==> src/rtl/tcd_pkg.sv <==
// Package for the text command decoder: word types, character and command codes,
// and the table of command words.
// No dependencies; used by the store cell, the top level and the testbench.
package tcd_pkg;

    localparam int MAX_CHARS_DEFAULT = 7;

    localparam int WORD_COUNT   = 13;
    localparam int WORD_MAX_LEN = 6;
    localparam int DRIVE_WORDS  = 12;

    typedef logic [7:0] char_t;
    typedef logic [3:0] code_t;
    typedef logic [5:0] drive_t;

    localparam char_t CHAR_LF  = 8'h0A;
    localparam char_t CHAR_TAB = 8'h09;
    localparam char_t CHAR_SP  = 8'h20;
    localparam char_t CHAR_CR  = 8'h0D;

    localparam code_t CODE_NONE    = 4'd0;
    localparam code_t CODE_VERSION = 4'd13;
    localparam code_t CODE_UNKNOWN = 4'd14;

    // Words are right-aligned: the last character of a word sits in bits [7:0],
    // which matches the store chain where cell 0 holds the newest character.
    localparam logic [8*WORD_MAX_LEN-1:0] WORD_TEXT [WORD_COUNT] = '{
        48'("sv1on"), 48'("sv1off"), 48'("sv2on"), 48'("sv2off"),
        48'("sv3on"), 48'("sv3off"), 48'("sv4on"), 48'("sv4off"),
        48'("sv5on"), 48'("sv5off"), 48'("mixon"), 48'("mixoff"),
        48'("ver")
    };

    localparam logic [3:0] WORD_LEN [WORD_COUNT] = '{
        4'd5, 4'd6, 4'd5, 4'd6, 4'd5, 4'd6, 4'd5, 4'd6, 4'd5, 4'd6, 4'd5, 4'd6, 4'd3
    };

    typedef struct packed {
        char_t  echo_char;
        logic   command_done;
        code_t  command_code;
        drive_t drive_bits;
    } result_t;

endpackage

==> src/rtl/tcd_stream_if.sv <==
// Valid/ready stream interface carrying one word of a given payload type.
// Depends on nothing; payload types come from tcd_pkg at the point of use.
interface tcd_stream_if #(parameter type payload_t = logic [7:0]);
    logic     valid;
    logic     ready;
    payload_t payload;

    modport source (output valid, output payload, input ready);
    modport sink (input valid, input payload, output ready);
endinterface

==> src/rtl/tcd_cell.sv <==
// One cell of the command store chain: holds one character and compares it
// against the command words at its position. Depends on tcd_pkg.
module tcd_cell
    import tcd_pkg::*;
#(
    parameter int IDX = 0
)
(
    input  logic                  clk,
    input  logic                  shift_en,
    input  char_t                 prev_char,
    output char_t                 char_out,
    output logic [WORD_COUNT-1:0] word_hit
);

    char_t char_reg;

    always_ff @(posedge clk)
    begin
        if (shift_en)
        begin
            char_reg <= prev_char;
        end
    end

    assign char_out = char_reg;

    // Positions at or beyond a word's length do not take part in its compare.
    generate
        for (genvar w = 0; w < WORD_COUNT; w++)
        begin : g_word
            if (IDX < WORD_MAX_LEN)
            begin : g_cmp
                assign word_hit[w] = (IDX >= int'(WORD_LEN[w])) ||
                                     (char_reg == WORD_TEXT[w][IDX*8 +: 8]);
            end
            else
            begin : g_pass
                assign word_hit[w] = 1'b1;
            end
        end
    endgenerate

endmodule

==> src/rtl/text_command_decoder.sv <==
// Text command decoder: echoes each character, collects command characters in a
// chain of store cells and decodes a finished command into valve and mixer bits.
// Each accepted character's result word is registered and offered in the next cycle.
// One character per cycle unless results stall, set by the single output register.
// Reset: count cleared, all drive bits off, no result pending; store contents undefined.
// Depends on tcd_pkg, tcd_stream_if and tcd_cell.
module text_command_decoder
    import tcd_pkg::*;
#(
    parameter int MAX_CHARS = MAX_CHARS_DEFAULT
)
(
    input  logic         clk,
    input  logic         rst_n,
    tcd_stream_if.sink   chars,
    tcd_stream_if.source results
);

    localparam int CW = $clog2(MAX_CHARS + 1);

    logic [CW-1:0] count_reg;
    logic [CW-1:0] count_next;
    drive_t        drive_reg;
    drive_t        drive_next;
    logic          out_valid_reg;
    result_t       out_reg;
    result_t       out_next;

    logic          accept;
    char_t         c;
    logic          is_ignored;
    logic          is_cr;
    logic          store_en;

    char_t                 cell_char [MAX_CHARS];
    logic [WORD_COUNT-1:0] cell_hit  [MAX_CHARS];
    logic [WORD_COUNT-1:0] word_hit;
    code_t                 code_match;
    drive_t                drive_cmd;

    assign c          = chars.payload;
    assign chars.ready = !out_valid_reg || results.ready;
    assign accept     = chars.valid && chars.ready;
    assign is_ignored = (c == CHAR_LF) || (c == CHAR_SP) || (c == CHAR_TAB);
    assign is_cr      = (c == CHAR_CR);
    assign store_en   = accept && !is_ignored && !is_cr;

    generate
        for (genvar k = 0; k < MAX_CHARS; k++)
        begin : g_cell
            tcd_cell #(
                .IDX (k)
            ) u_cell (
                .clk       (clk),
                .shift_en  (store_en),
                .prev_char ((k == 0) ? c : cell_char[(k == 0) ? 0 : k - 1]),
                .char_out  (cell_char[k]),
                .word_hit  (cell_hit[k])
            );
        end
    endgenerate

    // A word matches when every cell agrees and the stored length equals its length.
    always_comb
    begin
        for (int w = 0; w < WORD_COUNT; w++)
        begin
            word_hit[w] = (count_reg == CW'(WORD_LEN[w]));
        end
        for (int k = 0; k < MAX_CHARS; k++)
        begin
            word_hit = word_hit & cell_hit[k];
        end
    end

    always_comb
    begin
        code_match = CODE_UNKNOWN;
        for (int w = WORD_COUNT - 1; w >= 0; w--)
        begin
            if (word_hit[w])
            begin
                code_match = code_t'(w + 1);
            end
        end
        drive_cmd = drive_reg;
        for (int w = 0; w < DRIVE_WORDS; w++)
        begin
            if (word_hit[w])
            begin
                drive_cmd[w >> 1] = ((w & 1) == 0);
            end
        end
    end

    always_comb
    begin
        count_next             = count_reg;
        drive_next             = drive_reg;
        out_next.echo_char     = c;
        out_next.command_done  = 1'b0;
        out_next.command_code  = CODE_NONE;
        priority if (is_ignored)
        begin
            count_next = count_reg;
        end
        else if (is_cr)
        begin
            count_next            = '0;
            drive_next            = drive_cmd;
            out_next.command_done = 1'b1;
            out_next.command_code = code_match;
        end
        else if (count_reg == CW'(MAX_CHARS))
        begin
            count_next            = '0;
            out_next.command_done = 1'b1;
            out_next.command_code = CODE_UNKNOWN;
        end
        else
        begin
            count_next = count_reg + 1'b1;
        end
        out_next.drive_bits = drive_next;
    end

    always_ff @(posedge clk or negedge rst_n)
    begin
        if (!rst_n)
        begin
            count_reg     <= '0;
            drive_reg     <= '0;
            out_valid_reg <= 1'b0;
        end
        else
        begin
            if (accept)
            begin
                count_reg     <= count_next;
                drive_reg     <= drive_next;
                out_valid_reg <= 1'b1;
            end
            else if (results.ready)
            begin
                out_valid_reg <= 1'b0;
            end
        end
    end

    always_ff @(posedge clk)
    begin
        if (accept)
        begin
            out_reg <= out_next;
        end
    end

    assign results.valid   = out_valid_reg;
    assign results.payload = out_reg;

endmodule

==> src/flat_wrapper.sv <==
// flat-port wrapper written by rule: the top's interface ports become plain ports
module text_command_decoder_flat import tcd_pkg::*;
#(
    parameter int MAX_CHARS = MAX_CHARS_DEFAULT
)
  (clk, rst_n, chars_valid, chars_payload, chars_ready, results_valid, results_payload, results_ready);
  tcd_stream_if #(.payload_t(char_t)) chars_i ();
  tcd_stream_if #(.payload_t(result_t)) results_i ();
  input  logic clk;
  input  logic rst_n;
  input wire logic [$bits(chars_i.valid)-1:0] chars_valid;
  input wire logic [$bits(chars_i.payload)-1:0] chars_payload;
  output wire logic [$bits(chars_i.ready)-1:0] chars_ready;
  output wire logic [$bits(results_i.valid)-1:0] results_valid;
  output wire logic [$bits(results_i.payload)-1:0] results_payload;
  input wire logic [$bits(results_i.ready)-1:0] results_ready;
  assign chars_i.valid = chars_valid;
  assign chars_i.payload = chars_payload;
  assign chars_ready = chars_i.ready;
  assign results_valid = results_i.valid;
  assign results_payload = results_i.payload;
  assign results_i.ready = results_ready;
  text_command_decoder #(.MAX_CHARS(MAX_CHARS)) u_core (.clk(clk), .rst_n(rst_n), .chars(chars_i), .results(results_i));
endmodule
==> config.mk <==
export PLATFORM = sky130hd
export DESIGN_NAME = text_command_decoder_flat
export DESIGN_NICKNAME = d
export VERILOG_FILES = /design/src/rtl/tcd_pkg.sv /design/src/rtl/tcd_stream_if.sv /design/src/rtl/tcd_cell.sv /design/src/rtl/text_command_decoder.sv /design/src/flat_wrapper.sv
export SDC_FILE = /design/constraint.sdc
export NUM_CORES = 1
export LEC_CHECK = 0
export ABC_AREA = 1
export BUFFER_PORTS_ARGS = -buffer_cell sky130_fd_sc_hd__buf_2
export CORE_ASPECT_RATIO = 0.9
export CORE_UTILIZATION = 40
export DETAILED_ROUTE_END_ITERATION = 7
export GPL_TIMING_DRIVEN = 0
export PLACE_DENSITY = 0.58
export SKIP_LAST_GASP = 1
export SYNTH_ARGS = -nofsm -noshare
export SYNTH_HDL_FRONTEND = slang
export SYNTH_SLANG_ARGS = --single-unit
export TNS_END_PERCENT = 30
==> constraint.sdc <==
create_clock -name clk -period 5.5 [get_ports clk]
set_input_delay 0.825 -clock clk [delete_from_list [all_inputs] [get_ports clk]]
set_output_delay 0.825 -clock clk [all_outputs]
set_load 0.05 [all_outputs]
### Word-level counts from Yosys, hierarchy flattened

Index checks and enable logic that the tools add are counted.
W data, S select, Z words.

* bits in registers: 77
* input port bits: 12
* output and inout port bits: 21
* word-level logic and storage cells: 101

* $add $sub $neg: 1
* equal/unequal tests: 36
* multiplexer cells: 33
* bitwise gates (word level): 7
* reduce and logical (&&, ||, !) cells: 11

Operator list (number)
* $eq A8 B7 Y1 const B: 18
* $eq A8 B6 Y1 const B: 11
* $and A13 B13 Y13: 6
* $mux W4: 7
* $eq A8 B4 Y1 const B: 3
* $mux W3: 6
* $mux W1: 14
* $mux W6: 2
* $mux W5: 2
* $eq A3 B3 Y1 const B: 3
* $mux W2: 2
* $add A3 B1 Y3 const B: 1
* $eq A3 B2 Y1 const B: 1
* $logic_and A1 B1 Y1: 3
* $logic_not A1 Y1: 3
* $logic_or A1 B1 Y1: 3
* $reduce_and A2 Y1: 1
* $reduce_bool A2 Y1: 1
* $not A1 Y1: 1

### Logic depth before layout (Yosys ltp)

Gate-level depths: netlist (run 1).

* depth in word-level cells: 21
* mapped depth: 12
* depth with buffers taken out: 12

### Modules after synthesis

From an unflattened synthesis (run 1), not the netlist that was laid out.

* cell total of the unflattened synthesis: 480
* area, all modules: 4436.8 um^2

Modules (own cells, without submodules)
* text_command_decoder: instances 1, cells an instance 199, area each 1650.3 um^2, seq. area each 820.8 um^2
* tcd_cell (u_core.g_cell[2].u_cell): instances 1, cells an instance 53, area each 430.4 um^2, seq. area each 240.2 um^2
* tcd_cell (u_core.g_cell[3].u_cell): instances 1, cells an instance 50, area each 420.4 um^2, seq. area each 240.2 um^2
* tcd_cell (u_core.g_cell[4].u_cell): instances 1, cells an instance 43, area each 410.4 um^2, seq. area each 240.2 um^2
* tcd_cell (u_core.g_cell[5].u_cell): instances 1, cells an instance 39, area each 402.9 um^2, seq. area each 240.2 um^2
* tcd_cell (u_core.g_cell[1].u_cell): instances 1, cells an instance 38, area each 392.9 um^2, seq. area each 240.2 um^2
* tcd_cell (u_core.g_cell[0].u_cell): instances 1, cells an instance 36, area each 387.9 um^2, seq. area each 240.2 um^2
* tcd_cell (u_core.g_cell[6].u_cell): instances 1, cells an instance 22, area each 341.6 um^2, seq. area each 240.2 um^2

### Worst setup path after synthesis (run 1)

Ideal clock, no wire load.

* path kind: in2reg
* from: in results_ready
* to: reg u_core.g_cell[0].u_cell.char_reg[0], enable pin
* library setup time: 0.513 ns
* arrival time: 5.095 ns
* required time: 4.987 ns
* path slack: -0.108 ns
* stages: 5
* buffers on the path: 1
* cell sequence: inv_1 nand2_1 nand2_1 clkbuf_1 nor3_1

* word-level cells in the longest chain between the ends: 4

RTL lines
* start: declaration: RTL line flat_wrapper.sv:16 `input wire logic [$bits(results_i.ready)-1:0] results_ready;`
* $logic_or A1 B1 Y1: RTL line text_command_decoder.sv:42 `assign chars.ready = !out_valid_reg || results.ready;`
* net chars_ready: RTL line flat_wrapper.sv:13 `output wire logic [$bits(chars_i.ready)-1:0] chars_ready;`
* $logic_and A1 B1 Y1: RTL line text_command_decoder.sv:43 `assign accept = chars.valid && chars.ready;`
* $logic_and A1 B1 Y1 (2 in a row): RTL line text_command_decoder.sv:46 `assign store_en = accept && !is_ignored && !is_cr;`
* net u_core.g_cell[0].u_cell.shift_en: RTL line tcd_cell.sv:10 `input logic shift_en,`
* end signal: assignment: RTL line tcd_cell.sv:22 `char_reg <= prev_char;`
* end: declaration: RTL line tcd_cell.sv:16 `char_t char_reg;`

The timed path passes the listed nets, and every way through them passes these cells.
A chain may end at the register's enable or synchronous reset.

### Final worst setup path (run 1)

* from: in chars_payload[1]
* to: reg u_core.g_cell[4].u_cell.char_reg[6], enable pin

* word-level cells in the longest chain between the ends: 6
* elaborated cells between the ends (all ways): 10
* classes of those cells: eq/ne: 4; reduce/logical: 6

RTL lines
* start: declaration: RTL line flat_wrapper.sv:12 `input wire logic [$bits(chars_i.payload)-1:0] chars_payload;`
* $eq A8 B4 Y1 / $eq A8 B6 Y1 (equally long branches): RTL line text_command_decoder.sv:44 `assign is_ignored = (c == CHAR_LF) || (c == CHAR_SP) || (c == CHAR_TAB);`
* $logic_or A1 B1 Y1 (2 in a row): RTL line text_command_decoder.sv:44
* $logic_not A1 Y1: RTL line text_command_decoder.sv:46
* $logic_and A1 B1 Y1: RTL line text_command_decoder.sv:46
* $logic_and A1 B1 Y1 (*): RTL line text_command_decoder.sv:46
* net u_core.g_cell[0].u_cell.shift_en: RTL line tcd_cell.sv:10
* end signal: assignment: RTL line tcd_cell.sv:22
* end: declaration: RTL line tcd_cell.sv:16

Mark *: on every way through the listed nets, which the timed path passes. The rest lies on a longest branch.

==> qor.csv, run 1 <==
metric;value;unit
status;finished clean;
finalSetupViolCount;0;
total_leakage_power;1.855;nW
yosysTopAreaCell;edfxtp_1;
min_period_over_period;0.4811;
rsz0062_at_grt;false;
hp-class;input pin to asynchronous set/reset pin;
route.detailed.drc;0;
clockRootBuffer;clkbuf_8;
tightest_slew;1.055;ns
die_w;105.3;um
largest_register_ffs;48;
yosys-top-cells-count;nand2_1, edfxtp_1, nor2_1;
endpoint_kind;flop;
yosysSeqAreaShare;0.5885;
cts_buffers;9;
start_util;0.4174;
slew_viol_final;0;
rows;33;
fin_area;0.004408;mm2
synthCells;415;
postCtsHoldBufs;0;
antenna_found_initial;0;
ys.flop_type;edfxtp_1;
syn_nets;432;
period_minus_slack;2.646;ns
fin_nets;477;
ios;33;
hold_viol_final;0;
die_y;95.00;um
grt_pass1_vias;2613;
gp_congestion;0.8239;
routedWlPerCell;12.98;um
ir_worst_vdd;0.1737;mV
die_area;0.01001;mm2
hold-worst-slack;0.3213;ns
diodes;0;
firstDrtPassIters;4;
avgSynthCellArea;9.262;um2
drt-vias-per-instance;4.767;
post-dp-hpwl;5946;um
r2r_cells;6;
reg2reg_to;u_core.g_cell[4].u_cell.char_out[6];
maxSlewHeadroom;0.2912;
drv_cap;0;
clkTransAtPathRegs;0.08;ns
ant_nets;0;
grt_first_pass_wirelength;12550;um
cts.sinks;77;
cts_tree;done;
placed_cell_area;0.004210;mm2
core_area;0.009208;mm2
cp.arrival;2.76;ns
grt_max_degree;22;
critPathKind;input pin to flop;
grt-ovfl-total;0;
reg2reg_from;u_core.results.valid;
clk_path_buf_depth;2;
syn_to_final_growth;14.68;%
ys_types;29;
fin_skew;0.01339;ns
max_freq;377.9;MHz
io_buffers;32;
grt.total_usage;0.1663;
clock_latency;0.35;ns
synth.top_cell.area_share;0.5234;
netlist_area;0.003844;mm2
async_flop_share;0.1299;
h-tree-depth;3;
drtIter0Drc;88;
fin_setup_tns;0;ns
p_per_area;302.2;mW/mm2
vias;2798;
wl;7621;um
cts_setup_buffers;0;
ys_warn_count;0;
yosysMostFrequentCell;nand2_1;
drive_gt1_frac;0.1892;
critical_path.startpoint_type;input pin;
synth_edf_count;67;
worst-endpoint-required;5.61;ns
crit_fanout;21;
ys_top_cells_by_area;edfxtp_1, nand2_1, dfrtp_1;
rrSetupSlack;3.15;ns
yosys_register_bits;77;
cts_resized;0;
[cell type report]
| cell class | instances | area [um2] |
|---|---|---|
| Fill cell | 903 | 4800 |
| Sequential cell | 77 | 2262 |
| Multi-Input combinational cell | 268 | 1329 |
| Inverter | 68 | 255.2 |
| Timing Repair Buffer | 34 | 202.7 |
| Tap cell | 122 | 152.6 |
| Clock buffer | 9 | 123.9 |
| Clock inverter | 7 | 73.82 |
| Buffer | 2 | 8.758 |
[routing by layer]
metal / wire length [um] / vias to the layer above / track usage
li1: - / 1456 / -
met4: 62 / 0 / 0.03873
met3: 317 / 4 / 0.05866
met2: 3537 / 56 / 0.2675
met1: 3704 / 1282 / 0.2158
met5: 0 / - / 0
[how the worst max path moves through the flow]
stage | from | to | slack [ns] | cells past startpoint
after global placement | results_ready | u_core.g_cell[4].u_cell.char_out[0] | 0.91 | 6
after detailed placement | chars_payload[1] | u_core.g_cell[4].u_cell.char_out[0] | 2.51 | 9
after floorplan | results_ready | u_core.g_cell[0].u_cell.char_out[0] | 1.39 | 5
after CTS | chars_payload[1] | u_core.g_cell[4].u_cell.char_out[6] | 2.89 | 9
final | chars_payload[1] | u_core.g_cell[4].u_cell.char_out[6] | 2.85 | 9
after global routing | chars_payload[1] | u_core.g_cell[4].u_cell.char_out[6] | 2.80 | 9
[cells by family after synthesis]
kind of cell / Yosys count / share of synthesized area
simple gates: 243 / 0.2933
flops: 77 / 0.5885
buf+inv: 70 / 0.06868
compound gates: 20 / 0.03320
fa+ha+maj: 5 / 0.01628
[power by group]
| group | internal [mW] | switching, mW | leakage, nW |
|---|---|---|---|
| logic | 0.0512 | 0.128 | 0.978 |
| clock network | 0.211 | 0.214 | 0.0996 |
| registers | 0.693 | 0.0348 | 0.777 |
[worst max-delay path, cell delays in order]
cell,delay (ns)
buf_2,0.12
inv_1,0.07
nand2_1,0.08
inv_1,0.09
nand3_1,0.07
nor3_1,0.81
nor3_4,0.27
buf_16,0.25
buf_8,0.16
[placed cells by master, fill, tap and decap left out, types with 3 or more instances in the layout]
| master | synthesis | routed |
|---|---|---|
| nor2_1 | 65 | 65 |
| dfrtp_1 | 10 | 10 |
| o21ai_1 | 5 | 5 |
| inv_2 | 6 | 6 |
| nor2_2 | 16 | 16 |
| nor2_4 | 3 | 3 |
| o21bai_1 | 4 | 4 |
| a21oi_1 | 4 | 4 |
| nor3_1 | 8 | 7 |
| nor3_2 | 3 | 3 |
| nand3_1 | 25 | 25 |
| inv_1 | 62 | 62 |
| o21ai_0 | 3 | 3 |
| nand2_1 | 93 | 93 |
| buf_2 | 1 | 33 |
| ha_1 | 5 | 5 |
| edfxtp_1 | 67 | 67 |
| nand4_1 | 22 | 22 |
| clkbuf_8 | 0 | 9 |
[stage by stage]
stage	power [mW]	setup WS, ns	std cells	util
final	1.332	2.854	587	0.4787
after global routing	1.398	2.796	587	0.4787
after CTS	1.349	2.886	587	0.4787
after detailed placement	0.9222	2.507	571	0.4573
after global placement	0.9120	0.9127	569	0.4520
after floorplan	0.8641	1.391	415	-
Note: power is estimated with default switching activity, not from simulation.
==> inputs of run 2 (changes only) <==
clock period = 2.75 ns   (was 5.5 ns; I/O delays follow)
==> qor.csv, run 2 (same netlist as run 1, synthesis figures left out) <==
metric;value;unit;change
cts_buffers;9;;unchanged
place_ws;0.1445;ns;-2.363 ns
fin_setup_tns;0;ns;unchanged
rsz0062_at_grt;false;;
fillerInstances;863;;-4.4%
clk_path_buf_depth;2;;unchanged
core_area;0.009208;mm2;unchanged
die_area;0.01001;mm2;unchanged
maxSlewHeadroom;0.2957;;+0.004496
p_per_area;606.9;mW/mm2;+100%
dp.cells;571;;unchanged
hold-worst-slack;0.2588;ns;-0.06244 ns
crit_fanout;20;;-4.8%
status;finished clean;;
hp-class;input pin to flop;;
drt-vias-per-instance;4.922;;+3.3%
ios;33;;unchanged
endpoint_kind;flop;;
layoutNonFillerInstCount;588;;+0.17%
clkTransAtPathRegs;0.09;ns;about the same
grt_first_pass_wirelength;12630;um;+0.61%
critical_path.startpoint_type;flop;;
ant_nets;0;;unchanged
crit_slowest_cell;nor3_4;;
period_minus_slack;2.280;ns;
r2r_cells;6;;unchanged
cp_common_cell;buf_16;;
max_freq;438.7;MHz;
io_buffers;32;;unchanged
grt.total_usage;0.1679;;+0.001566
worst-endpoint-required;2.82;ns;-2.79 ns
route.detailed.drc;0;;unchanged
largest_register_ffs;48;;unchanged
min_period_over_period;0.8289;;
fin_nets;478;;+0.21%
post-dp-hpwl;5915;um;-0.53%
die_y;95.00;um;unchanged
critical-path-top-delay-family;simple AND/OR/NAND/NOR gates;;
cts.sinks;77;;unchanged
cp.depth;6;;-3
gp_congestion;0.8762;;+6.3%
fin_skew;0.008284;ns;-0.005108 ns
fin_ws;0.4705;ns;-2.384 ns
worst-path-buf-inv;3;;-2
grt_pass1_vias;2577;;-1.4%
hold_viol_final;0;;unchanged
die_w;105.3;um;unchanged
syn_to_final_growth;15.72;%;
total_leakage_power;1.872;nW;+0.92%
vias;2894;;+3.4%
cts_tree;done;;
drive_gt1_frac;0.1953;;+0.006032
hp-start;chars_payload[6];;
cp_slowest_stage_delay;0.62;ns;-0.19 ns
clock_latency;0.36;ns;about the same
drv_cap;0;;unchanged
diodes;0;;unchanged
antenna_found_initial;0;;unchanged
ir_worst_vdd;0.3377;mV;+94%
wl;7692;um;+0.93%
cp_cell_sequence;nand2_4 > nand2_1 > clkbuf_2 > nor3_4 > buf_16 > buf_16;;
h-tree-depth;3;;unchanged
tightest_slew;1.048;ns;-0.006692 ns
start_util;0.4174;;unchanged
holdPathEnd;u_core.g_cell[0].u_cell.char_out[6];;
grt-ovfl-total;0;;unchanged
finalSetupViolCount;0;;unchanged
hold_depth;1;;
firstDrtPassIters;5;;+1
cts_resized;0;;unchanged
reg2reg_from;u_core.results.valid;;
final_common_cell;nand2_1;;
reg2reg_to;u_core.g_cell[4].u_cell.char_out[4];;
final_cell_mix;nand2_1, edfxtp_1, nor2_1, inv_1, buf_2;;
routedWlPerCell;13.08;um;+0.76%
clockRootBuffer;clkbuf_8;;
grt_max_degree;21;;-4.5%
rrSetupSlack;0.47;ns;-2.68 ns
cp.arrival;2.35;ns;-0.41 ns
drtIter0Drc;138;;+57%
slew_viol_final;0;;unchanged
critPathKind;flop to flop;;
rows;33;;unchanged
-- run 2: cell count changes in the layout (fill, tap and decap cells not counted), sizes merged --
| cell | before | now |
|---|---|---|
| clkinv | 4 | 2 |
| inv | 69 | 71 |
| dlygate4sd3 | 0 | 1 |
-- run 2: final cells by class --
type	instances	area, um2	area share
inverters	68	255.2	0.05738
multi-input cells	268	1336	0.3004
well taps	122	152.6	0.03432
repair buffers	35	225.2	0.05063
clock inverters	7	81.33	0.01828
clock buffers	9	123.9	0.02785
flip-flops and latches	77	2263	0.5089
plain buffers	2	10.01	0.002250
-- run 2: metal layers --
layer / part of all wire / GRT usage / vias up
met2: 0.46 / 0.2670 / 80
met4: 0.017 / 0.07042 / 0
met1: 0.48 / 0.2185 / 1339
li1: - / - / 1463
met3: 0.046 / 0.04348 / 12
met5: 0 / 0 / -
-- run 2: where the power goes --
group	internal, mW	switching (mW)	total (mW)
Clock	0.432	0.449	0.880
Sequential	1.39	0.0716	1.46
Combinational	0.106	0.256	0.362
-- run 2: worst max path at each step --
stage / startpoint / endpoint
after floorplan: u_core.results.valid / u_core.g_cell[0].u_cell.char_out[0]
after global placement: chars_payload[1] / u_core.g_cell[4].u_cell.char_out[1]
after detailed placement: chars_payload[1] / u_core.g_cell[5].u_cell.char_out[3]
after CTS: u_core.results.valid / u_core.g_cell[4].u_cell.char_out[4]
after global routing: u_core.results.valid / u_core.g_cell[4].u_cell.char_out[4]
final: u_core.results.valid / u_core.g_cell[4].u_cell.char_out[4]
-- run 2: timing repair --
action / in CTS / in global routing
buffers inserted: 0 / 0
endpoints found under the hold margin: 10 / 0
hold buffers: 1 / 0
-- run 2: through the flow --
step / area, um2 / utilization / power, mW
after detailed placement: 4233 / 0.4597 / 1.848
after global routing: 4448 / 0.4831 / 2.821
final: 4448 / 0.4831 / 2.699
after global placement: 4178 / 0.4537 / 1.826
after floorplan: 3865 / - / 1.730
after CTS: 4448 / 0.4831 / 2.728
==> inputs of run 3 (changes only) <==
ABC_AREA = 0   (was 1)
PLACE_DENSITY = 0.59   (was 0.58)
clock period = 2.26 ns   (was 2.75 ns; I/O delays follow)
==> qor.csv, run 3 <==
metric;value;unit;change
netlist_area;0.003331;mm2;-13%
yosys_register_bits;77;;unchanged
clock_latency;0.35;ns;about the same
routedWlPerCell;17.77;um;+36%
critical_path.startpoint;u_core.g_cell[3].u_cell.char_out[0];;
grt_pass1_vias;2061;;-20%
synth.top_cell.area_share;0.6041;;+0.08062
syn_nets;249;;-42%
h-tree-depth;3;;unchanged
endpoint_kind;flop;;
cts.sinks;77;;unchanged
synth_edf_count;67;;unchanged
final_common_cell;edfxtp_1;;
ios;33;;unchanged
worst-endpoint-required;2.34;ns;-0.48 ns
fin_nets;298;;-38%
grt-ovfl-total;0;;unchanged
ir_worst_vdd;0.5312;mV;+57%
hp-start;chars_payload[6];;
grt_max_degree;26;;+24%
clk_path_buf_depth;2;;unchanged
syn_to_final_growth;17.92;%;
cp.arrival;2.37;ns;+0.02 ns
critPathKind;flop to flop;;
drtIter0Drc;109;;-21%
drt-vias-per-instance;5.551;;+13%
synthCells;232;;-44%
async_flop_share;0.1299;;unchanged
ys.flop_type;edfxtp_1;;
cts_buffers;9;;unchanged
drv_cap;0;;unchanged
fin_skew;0.007528;ns;-0.0007559 ns
placed_cell_area;0.003645;mm2;-14%
cts_tree;done;;
clkTransAtPathRegs;0.09;ns;about the same
yosysMostFrequentCell;edfxtp_1;;
ys_types;52;;+79%
gp_congestion;0.8112;;-7.4%
min_period_over_period;1.012;;+0.1830
ys_top_cells_by_area;edfxtp_1, dfrtp_1, a21oi_1;;
p_per_area;791.3;mW/mm2;+30%
status;finished with violations;;
cp_slowest_stage_delay;0.71;ns;+0.09 ns
core_area;0.008068;mm2;-12%
start_util;0.4128;;-0.004607
yosysTopAreaCell;edfxtp_1;;
power;3.108;mW;+15%
hold_viol_final;0;;unchanged
hold-worst-slack;0.1923;ns;-0.06653 ns
reg2reg_from;u_core.g_cell[3].u_cell.char_out[0];;
ant_nets;0;;unchanged
worst-path-buf-inv;0;;-3
antenna_found_initial;0;;unchanged
failed_checks;setup timing;;
period_minus_slack;2.287;ns;+0.007378 ns
drive_gt1_frac;0.2727;;+0.07745
vias;2137;;-26%
tightest_slew;0.7337;ns;-0.3146 ns
die_y;88.57;um;-6.8%
die_w;98.19;um;-6.8%
crit_fanout;9;;-55%
rows;31;;-6.1%
yosys-top-cells-count;edfxtp_1, a21oi_1, nor2_1;;
clockRootBuffer;clkbuf_8;;
avgSynthCellArea;14.36;um2;+55%
fin_area;0.003928;mm2;-12%
critical-path-top-delay-family;simple AND/OR/NAND/NOR gates;;
post-dp-hpwl;4677;um;-21%
cp_cell_sequence;or4b_2 > nor4_1 > a22o_1 > a211o_1 > a21oi_1;;
die_area;0.008696;mm2;-13%
grt.total_usage;0.1697;;+0.001863
place_ws;-0.6081;ns;-0.7526 ns
yosysSeqAreaShare;0.6792;;+0.09065
wl;6843;um;-11%
finalSetupViolCount;1;;+1
final_cell_mix;edfxtp_1, buf_2, a21oi_1, nor2_1;;
hp-class;input pin to flop;;
fillerInstances;723;;-16%
route.detailed.drc;0;;unchanged
grt_first_pass_wirelength;10840;um;-14%
critical_path.startpoint_type;flop;;
fin_setup_tns;-0.02689;ns;-0.02689 ns
io_buffers;32;;unchanged
slew_viol_final;0;;unchanged
largest_register_ffs;48;;unchanged
total_leakage_power;1.449;nW;-23%
diodes;0;;unchanged
ys_warn_count;0;;unchanged
fin_ws;-0.02689;ns;-0.4974 ns
firstDrtPassIters;4;;-1
maxSlewHeadroom;0.5097;;+0.2140
rsz0062_at_grt;true;;
max_freq;437.3;MHz;-0.32%
crit_slowest_cell;or4b_2;;
## run 3: cell count changes after synthesis, moves of 12 or more
cell / change
nand3_1: -23
nor2_2: -16
nand2_1: -85
inv_1: -56
nand4_1: -20
nor2_1: -51
a21oi_1: +12
## run 3: worst paths after layout
check	end	slack, ns	cells after the start
setup / recovery	u_core.results.payload[7]	-0.03	5
hold / removal	u_core.results.payload[17]	0.19	1
setup reg to reg	u_core.results.payload[7]	-0.03	5
hold reg to reg	u_core.g_cell[2].u_cell.char_out[4]	0.44	0
max in group asynchronous	u_core.results.valid	1.66	2
min in group asynchronous	u_core.drive_reg[2]	0.38	2
## run 3: final cells by class
| type | instances | area, um2 | share of cell area |
|---|---|---|---|
| Inverter | 6 | 22.52 | 0.005734 |
| Sequential cell | 77 | 2263 | 0.5763 |
| Tap cell | 99 | 123.9 | 0.03154 |
| Multi-Input combinational cell | 143 | 1077 | 0.2743 |
| Timing Repair Buffer | 37 | 200.2 | 0.05097 |
| Clock buffer | 9 | 123.9 | 0.03154 |
| Buffer | 7 | 32.53 | 0.008283 |
| Clock inverter | 7 | 83.83 | 0.02134 |
## run 3: kinds of logic after synthesis
logic type,after synthesis,share of synthesized area
simple gates,93,0.1969
xor+xnor,2,0.005260
fa+ha+maj,5,0.01878
flops,77,0.6792
buf+inv,13,0.01577
compound gates,42,0.08415
## run 3: report_power, final
part | total (mW) | internal (mW) | leakage [nW] | switching [mW]
combinational | 0.314 | 0.104 | 0.573 | 0.210
sequential | 1.72 | 1.65 | 0.773 | 0.0683
clock | 1.07 | 0.527 | 0.102 | 0.544
## run 3: routing by layer
metal	part of all wire	track usage
met2	0.46	0.2631
met4	0.014	0.06242
met3	0.049	0.04897
met1	0.48	0.2299
met5	0	0
## run 3: what timing repair did
item | in CTS | in global routing
setup buffers | 0 | 4
pin swaps | 1 | 1
endpoints found under the setup margin | 52 | 39
cloned | 1 | 0
hold buffers | 1 | 0
gates resized for setup | 0 | 9
hold endpoints to repair | 10 | 0
## run 3: worst reg2reg max path, stage by stage (launching register included)
cell and delay [ns]:
edfxtp_1 0.55, or4b_2 0.71, nor4_1 0.30, a22o_1 0.24, a211o_1 0.15, a21oi_1 0.07
## run 3: through the flow
step | util | std cells
2_1_floorplan | - | 232
3_3_place_gp | 0.4518 | 363
3_5_place_dp | 0.4518 | 363
4_1_cts | 0.4795 | 381
5_1_grt | 0.4868 | 385
6_report | 0.4868 | 385
